## config.mk

```make
export PLATFORM = sky130hd
export DESIGN_NAME = pcrv_ctrl
export DESIGN_NICKNAME = d
export VERILOG_FILES = /design/src/hw/rtl/pcrv_pkg.sv /design/src/hw/rtl/pcrv_ctrl.sv
export SDC_FILE = /design/constraint.sdc
export NUM_CORES = 1
export LEC_CHECK = 0
export BUFFER_PORTS_ARGS = -buffer_cell sky130_fd_sc_hd__buf_2
export CAP_MARGIN = 5
export CORE_AREA = 2 2 48 50
export CTS_CLUSTER_SIZE = 25
export DETAILED_ROUTE_END_ITERATION = 8
export DIE_AREA = 0 0 50 52
export PLACE_DENSITY = 0.77
export SLEW_MARGIN = 0
export SYNTH_ARGS = -nofsm -noshare
export SYNTH_HDL_FRONTEND = slang
export SYNTH_SLANG_ARGS = --single-unit
```

## constraint.sdc

```tcl
create_clock -name clk -period 5.5 [get_ports clk]
set_input_delay 0 -clock clk [delete_from_list [all_inputs] [get_ports clk]]
set_output_delay 0 -clock clk [all_outputs]
set_load 0.1 [all_outputs]
```

## src/hw/rtl/pcrv_pkg.sv

```systemverilog
// Package for the point cloud relative volume block.
// Holds controller states, command/status structs and fixed constants.
// No dependencies.
package pcrv_pkg;

  localparam int unsigned OUT_W     = 32;
  localparam int unsigned RATIO_W   = 17;
  localparam int unsigned OCC_OUT_W = 13;
  localparam int unsigned CS_W      = 16;
  localparam int unsigned MCP_W     = 10;
  localparam int unsigned FRAC_BITS = 16;

  localparam logic [RATIO_W-1:0] RATIO_SAT = 17'h1FFFF;
  localparam logic [CS_W-1:0]    CS_RESET  = 16'd100;
  localparam logic [MCP_W-1:0]   MCP_RESET = 10'd2;

  localparam logic REG_CELL_SIZE = 1'b0;
  localparam logic REG_MIN_CELL  = 1'b1;

  typedef enum logic [19:0] {
    ST_LOAD    = 20'h00001,
    ST_CHECK   = 20'h00002,
    ST_DECIDE  = 20'h00004,
    ST_SIDE    = 20'h00008,
    ST_CLEAR   = 20'h00010,
    ST_PT_RD   = 20'h00020,
    ST_PT_MUL  = 20'h00040,
    ST_IDX     = 20'h00080,
    ST_IDX_W   = 20'h00100,
    ST_CELL_RD = 20'h00200,
    ST_CELL_WR = 20'h00400,
    ST_SW_RD   = 20'h00800,
    ST_SW_ACC  = 20'h01000,
    ST_DEN1    = 20'h02000,
    ST_DEN2    = 20'h04000,
    ST_RPREP   = 20'h08000,
    ST_RSTART  = 20'h10000,
    ST_RWAIT   = 20'h20000,
    ST_EMIT    = 20'h40000
  } state_t;

  typedef struct packed {
    logic load;
    logic check;
    logic side_start;
    logic side_take;
    logic clr_wr;
    logic pt_rd;
    logic pt_mul;
    logic idx_start;
    logic cell_rd;
    logic cell_wr;
    logic sw_rd;
    logic sw_acc;
    logic den1;
    logic den2;
    logic rprep;
    logic rstart;
    logic out_load;
  } cmd_t;

  typedef struct packed {
    logic degen;
    logic sat;
    logic div_done;
    logic clr_last;
    logic pt_last;
    logic sw_last;
    logic out_busy;
  } status_t;

endpackage

```

## src/hw/rtl/pcrv_ctrl.sv

```systemverilog
// Controller state machine for the relative volume block.
// Depends on pcrv_pkg; drives pcrv_dp through cmd_t, reads status_t.
module pcrv_ctrl (
  input  logic              clk,
  input  logic              rst_n,
  input  logic              in_tvalid,
  input  logic              in_tlast,
  output logic              in_tready,
  output pcrv_pkg::cmd_t    cmd,
  input  pcrv_pkg::status_t st
);

  pcrv_pkg::state_t state_r, state_nxt;

  always_comb begin
    state_nxt = state_r;
    cmd       = '0;
    in_tready = 1'b0;
    case (state_r)
      pcrv_pkg::ST_LOAD: begin
        in_tready = 1'b1;
        cmd.load  = in_tvalid;
        if (in_tvalid && in_tlast) state_nxt = pcrv_pkg::ST_CHECK;
      end
      pcrv_pkg::ST_CHECK: begin
        cmd.check = 1'b1;
        state_nxt = pcrv_pkg::ST_DECIDE;
      end
      pcrv_pkg::ST_DECIDE: begin
        if (st.degen) begin
          state_nxt = pcrv_pkg::ST_EMIT;
        end else begin
          cmd.side_start = 1'b1;
          state_nxt      = pcrv_pkg::ST_SIDE;
        end
      end
      pcrv_pkg::ST_SIDE: begin
        if (st.div_done) begin
          cmd.side_take = 1'b1;
          state_nxt     = pcrv_pkg::ST_CLEAR;
        end
      end
      pcrv_pkg::ST_CLEAR: begin
        cmd.clr_wr = 1'b1;
        if (st.clr_last) state_nxt = pcrv_pkg::ST_PT_RD;
      end
      pcrv_pkg::ST_PT_RD: begin
        cmd.pt_rd = 1'b1;
        state_nxt = pcrv_pkg::ST_PT_MUL;
      end
      pcrv_pkg::ST_PT_MUL: begin
        cmd.pt_mul = 1'b1;
        state_nxt  = pcrv_pkg::ST_IDX;
      end
      pcrv_pkg::ST_IDX: begin
        cmd.idx_start = 1'b1;
        state_nxt     = pcrv_pkg::ST_IDX_W;
      end
      pcrv_pkg::ST_IDX_W: begin
        if (st.div_done) state_nxt = pcrv_pkg::ST_CELL_RD;
      end
      pcrv_pkg::ST_CELL_RD: begin
        cmd.cell_rd = 1'b1;
        state_nxt   = pcrv_pkg::ST_CELL_WR;
      end
      pcrv_pkg::ST_CELL_WR: begin
        cmd.cell_wr = 1'b1;
        state_nxt   = st.pt_last ? pcrv_pkg::ST_SW_RD : pcrv_pkg::ST_PT_RD;
      end
      pcrv_pkg::ST_SW_RD: begin
        cmd.sw_rd = 1'b1;
        state_nxt = pcrv_pkg::ST_SW_ACC;
      end
      pcrv_pkg::ST_SW_ACC: begin
        cmd.sw_acc = 1'b1;
        state_nxt  = st.sw_last ? pcrv_pkg::ST_DEN1 : pcrv_pkg::ST_SW_RD;
      end
      pcrv_pkg::ST_DEN1: begin
        cmd.den1  = 1'b1;
        state_nxt = pcrv_pkg::ST_DEN2;
      end
      pcrv_pkg::ST_DEN2: begin
        cmd.den2  = 1'b1;
        state_nxt = pcrv_pkg::ST_RPREP;
      end
      pcrv_pkg::ST_RPREP: begin
        cmd.rprep = 1'b1;
        state_nxt = pcrv_pkg::ST_RSTART;
      end
      pcrv_pkg::ST_RSTART: begin
        if (st.sat) begin
          state_nxt = pcrv_pkg::ST_EMIT;
        end else begin
          cmd.rstart = 1'b1;
          state_nxt  = pcrv_pkg::ST_RWAIT;
        end
      end
      pcrv_pkg::ST_RWAIT: begin
        if (st.div_done) state_nxt = pcrv_pkg::ST_EMIT;
      end
      pcrv_pkg::ST_EMIT: begin
        if (!st.out_busy) begin
          cmd.out_load = 1'b1;
          state_nxt    = pcrv_pkg::ST_LOAD;
        end
      end
      default: state_nxt = pcrv_pkg::ST_LOAD;
    endcase
  end

  always_ff @(posedge clk) begin
    if (!rst_n) begin
      state_r <= pcrv_pkg::ST_LOAD;
    end else begin
      state_r <= state_nxt;
    end
  end

endmodule

```

Yosys cells after proc, flatten, opt, wreduce, memory -nomap -nowiden:

Cells that the tools add are included.

* equality and inequality tests: 25
* mux-type cells: 33
* reduce and logical (&&, ||, !) cells: 2

Operators with widths (count)
* 20-bit one-hot mux with 19 select lines: 1
* 20-bit two-way mux: 6
* 19-bit two-way mux: 2
* 1-bit two-way mux: 22
* 20-bit by 1-bit == test with 1-bit output (second input constant): 1
* 20-bit by 10-bit == test with 1-bit output (second input constant): 1
* 20-bit by 11-bit == test with 1-bit output (second input constant): 1
* 20-bit by 12-bit == test with 1-bit output (second input constant): 1
* 20-bit by 13-bit == test with 1-bit output (second input constant): 1
* 20-bit by 14-bit == test with 1-bit output (second input constant): 1
* 20-bit by 15-bit == test with 1-bit output (second input constant): 1
* 20-bit by 16-bit == test with 1-bit output (second input constant): 1
* 20-bit by 17-bit == test with 1-bit output (second input constant): 1
* 20-bit by 18-bit == test with 1-bit output (second input constant): 1
* 20-bit by 19-bit == test with 1-bit output (second input constant): 1
* 20-bit by 2-bit == test with 1-bit output (second input constant): 1
* 20-bit by 3-bit == test with 1-bit output (second input constant): 1
* 20-bit by 4-bit == test with 1-bit output (second input constant): 1
* 20-bit by 5-bit == test with 1-bit output (second input constant): 1
* 20-bit by 6-bit == test with 1-bit output (second input constant): 1
* 20-bit by 7-bit == test with 1-bit output (second input constant): 1
* 20-bit by 8-bit == test with 1-bit output (second input constant): 1
* 20-bit by 9-bit == test with 1-bit output (second input constant): 1
* 14-bit two-way mux: 1
* other kinds (4): 9

* register bits: 20
* input port bits: 11
* output and inout bits: 18
* word-level logic and storage cells: 61

Longest topological paths before layout:

* depth in word-level cells: 3
* gate-level depth with buffers: 9
* mapped depth without buffers: 6

Worst setup path after synthesis:

No wires, ideal clock.

* path kind: flip-flop to flip-flop
* start point: register state_r[9]
* end point: register state_r[4]
* library setup time: 0.076 ns
* arrival time: 4.278 ns
* required time: 5.424 ns
* setup slack: 1.146 ns
* stages on the path, launching flop included: 6
* path buffers: 1
* clock period less this slack: 4.354 ns
* cells stage by stage: dfxtp_1 or4_1 buf_2 nor4_1 nor2_1 nor2_1

* cells in the longest elaborated chain, start to end: 3
* elaborated cells between the ends (all ways): 27
* classes of those cells: eq/ne (25); mux (1); reduce/logical (1)

Ends and longest elaborated chain
* start: declaration: RTL line pcrv_ctrl.sv:13 `pcrv_pkg::state_t state_r, state_nxt;`
* start signal: assignment: RTL line pcrv_ctrl.sv:113 `state_r <= pcrv_pkg::ST_LOAD;`
* start signal: assignment: RTL line pcrv_ctrl.sv:115 `state_r <= state_nxt;`
* 20-bit by 1-bit == test with 1-bit output, or another cell as far along: RTL line pcrv_ctrl.sv:19 `case (state_r)`
* 2-bit inequality test (no line)
* 6-bit AND reduction (no line)

Parallel ways exist; a longest one is shown, timed or not.
A chain may end at the register's enable or synchronous reset.

==> run summary <==
Status - finished, final reports clean
Via density per instance - 5.930
P_sw - 0.1265 mW
Post-route cell area - 1329 µm²
Die area - 2600 µm²
Switching share of power - 0.3876
RSZ-0062 raised after global routing - false
Die width - 50 µm
Minimum period implied by the final worst setup slack - 3018 ps
Post-layout utilization of the core - 0.6310
Transition time of the tightest slew-check pin - 488.6 ps
First-pass detailed-route iteration total - 4
Cell internal pwr - 0.1998 mW
Peak per-stage delay on the critical path - 620 ps
Number of DRC markers after the initial detailed-route iteration - 50
Top flop regs - state_r (19)
Via count of the first global-routing pass - 1085
Flip-flop cell with the highest count after synthesis - sky130_fd_sc_hd__dfxtp_1
DRC violation count after routing - 0
Total routed wirelength - 2.897 mm
Pin count of the biggest net entering global routing - 11
Largest Register - state_r
Worst setup skew after layout - 11.63 ps
Number of antenna violations at the first check in global routing - 0
Highest metal layer used by the detailed router - met4
Clock-pin transition on the worst setup and hold timing paths - 110 ps
Worst max-slew margin expressed relative to the limit - 0.6658
Sink Count - 19
Ratio of total power to cell area - 245.5 nW/µm²
Power share of the combinational group - 0.335
Count of cell types in the netlist - 40
Hold Slack - 28.59 ps
Remaining global-route overflow - 0
Buffers inserted by post-CTS timing repair - 0
Leakage power summed over all cells - 0.5958 nW
Cell area reported after detailed placement - 1252 µm²
Worst EP required - 5500 ps
Routability cong. - 0.9007
Worst setup EP type - primary output
Clock share of power - 0.223
First-pass GRT wire length - 4.747 mm
Net count after synthesis - 151
Later-pin clock latency in the skew report - 310 ps
Syn_area_per_cell - 7.936 µm²
Half-perimeter wire length of the detailed placement result - 2.170 mm
Number of levels the H-tree was split into - 1
Number of buffers on the longest clock path - 2
Worst endpoint data arrival time - 3020 ps
Cell-by-cell trace of the critical path - or4_1, nor3_1, nor4b_1, and3b_1, buf_2
Count of buffers from port buffering - 28
CTS tree - built
Top area cells in the synthesized netlist - sky130_fd_sc_hd__dfxtp_1 (34%), sky130_fd_sc_hd__nor2_1 (6.4%), sky130_fd_sc_hd__or4_1 (5.4%)
Met2 layer wire length in the routed design - 1.407 mm
Post-synth ARST share - 0
Critical-path cell with the highest stage delay - sky130_fd_sc_hd__or4_1
Count of flip-flops with a built-in enable after synthesis - 0
Number of flip-flops in the largest register - 19
Average routed wire per standard cell - 14.56 µm
Type of the worst setup path - flop to primary output
Setup violations, final - 0
Fraction of the yosys area taken by sequential cells - 0.3423
MaxCap Viol Count - 0
Share of the clock period used by the worst path after layout - 0.5488
Max VDD drop - 0.3328 mV
Gr usage total - 0.2412
Top-area cell type share of the netlist area - 0.3423
Post-route worst setup slack - 2482 ps
Mapped Cells - 140
Antenna fix cells - 0
Core area - 2106 µm²
Combined area of all synthesized cells - 1111 µm²
Number of buffers inserted during clock tree synthesis - 3
Met1 WL - 1.263 mm
Most area-hungry cell type in the Yosys netlist - sky130_fd_sc_hd__dfxtp_1
Number of warnings reported in the yosys synthesis log - 0
Peak fanout along the critical path - 8
Via Count - 1180
Maximum achievable frequency - 331.3 MHz
Post-DRT Antenna Nets - 0
Class of the most critical hold timing path - input pin to flop
Share of cells above drive strength 1 - 0.1988
I/O pins - 29
Count of standard-cell rows - 17
Worst slack after detailed placement - 2822 ps
Relative contribution of sequential cells to total power - 0.442
Area Growth Syn to Fin - 19.59%
Synthesis-stage register bit count - 19
Die extent in y - 52 µm
Metal3 WL - 173 µm
Net count of the finished layout - 183
Startpoint type of the worst setup path - flop
Initial cell density of the core - 0.5276
Max-slew violation count - 0
Hold violation count in the final report - 0
Total Negative Setup Slacks - 0 ps
Master cell of the clock root buffer - sky130_fd_sc_hd__clkbuf_4
## synth_stat cells (3+ instances only)
| master | n |
|---|---|
| sky130_fd_sc_hd__a21oi_1 | 5 |
| sky130_fd_sc_hd__and2_1 | 6 |
| sky130_fd_sc_hd__buf_2 | 3 |
| sky130_fd_sc_hd__dfxtp_1 | 19 |
| sky130_fd_sc_hd__inv_1 | 6 |
| sky130_fd_sc_hd__nand2_1 | 6 |
| sky130_fd_sc_hd__nand2b_1 | 6 |
| sky130_fd_sc_hd__nor2_1 | 19 |
| sky130_fd_sc_hd__nor2b_1 | 3 |
| sky130_fd_sc_hd__nor3_1 | 8 |
| sky130_fd_sc_hd__nor4_1 | 9 |
| sky130_fd_sc_hd__nor4b_1 | 3 |
| sky130_fd_sc_hd__o21ai_0 | 4 |
| sky130_fd_sc_hd__or4_1 | 8 |
## final timing paths
kind | start | endpoint | slack (ps) | depth (start not counted)
max | state_r[4] | cmd[7] | 2480 | 5
min | st[5] | state_r[17] | 30 | 4
max reg2reg | state_r[8] | state_r[16] | 2770 | 6
min reg2reg | state_r[1] | state_r[2] | 540 | 2
## power groups by stage
stage	clock [mW]	sequential [mW]	combinational (mW)
global placement	0	0.147	0.104
floorplan	0	0.147	0.0895
global route	0.0791	0.145	0.117
CTS	0.0737	0.144	0.108
finish	0.0728	0.144	0.109
detailed placement	0	0.147	0.105
## kinds of logic after synthesis
family | Yosys count | share of synthesized area
buffers and inverters | 12 | 0.05067
xor gates and xnor gates | 3 | 0.02365
DFF | 19 | 0.3423
AOI/OAI and AO/OA | 20 | 0.1261
and+or+nand+nor | 86 | 0.4572
## layout by cell type (no fill, tap or decap), drive strengths merged
cell type and n:
inv 6, dfxtp 19, a32oi 1, and3b 2, nor2 19, and4b 2
nor4 9, buf 28, a21o 1, and3 2, or4 8, o211ai 1
or3 3, a2bb2oi 1, clkbuf 4, nor4b 3, and2 6, a2111oi 1
dlygate4sd3 5, nor2b 3, a22oi 1, or2 2, o21a 1, xnor2 1
nand2b 6, nor3 8, nand3b 1, xor2 2, o2111ai 2, nand4b 1
nor3b 1, nand2 6, a21oi 5, o21ai 4, and4 2, nand3 2
a211oi 2
## layer usage
metal	global-route usage	up-vias
met5	0	-
met4	0.1296	0
met2	0.3772	47
met3	0.04885	5
li1	-	580
met1	0.3108	548
## worst max-delay path: cells and delay by family, from the launching register on
kind | cells | cell delay (ps)
buffers and inverters | 1 | 450
DFF | 1 | 390
and+or+nand+nor | 4 | 1870
## through the flow
stage	std cells	power, mW
5_1_grt	199	0.3414
3_3_place_gp	190	0.2517
3_5_place_dp	190	0.2524
4_1_cts	198	0.3261
2_1_floorplan	140	0.2362
6_report	199	0.3262
## repair_timing
| action | CTS | global route |
|---|---|---|
| endpoints found under the hold margin | 5 | 1 |
| gates resized for setup | 0 | 0 |
| hold buffers | 4 | 1 |
## cell type report
cell class	instances	area (µm²)
sequential	19	380.4
tap	28	35.03
inverter	6	22.52
clock buffer	4	26.28
multi-input combinational	109	674.4
timing repair buffer	33	190.2
fill	193	777.0
No activity file was read; power rests on OpenSTA's default activity.
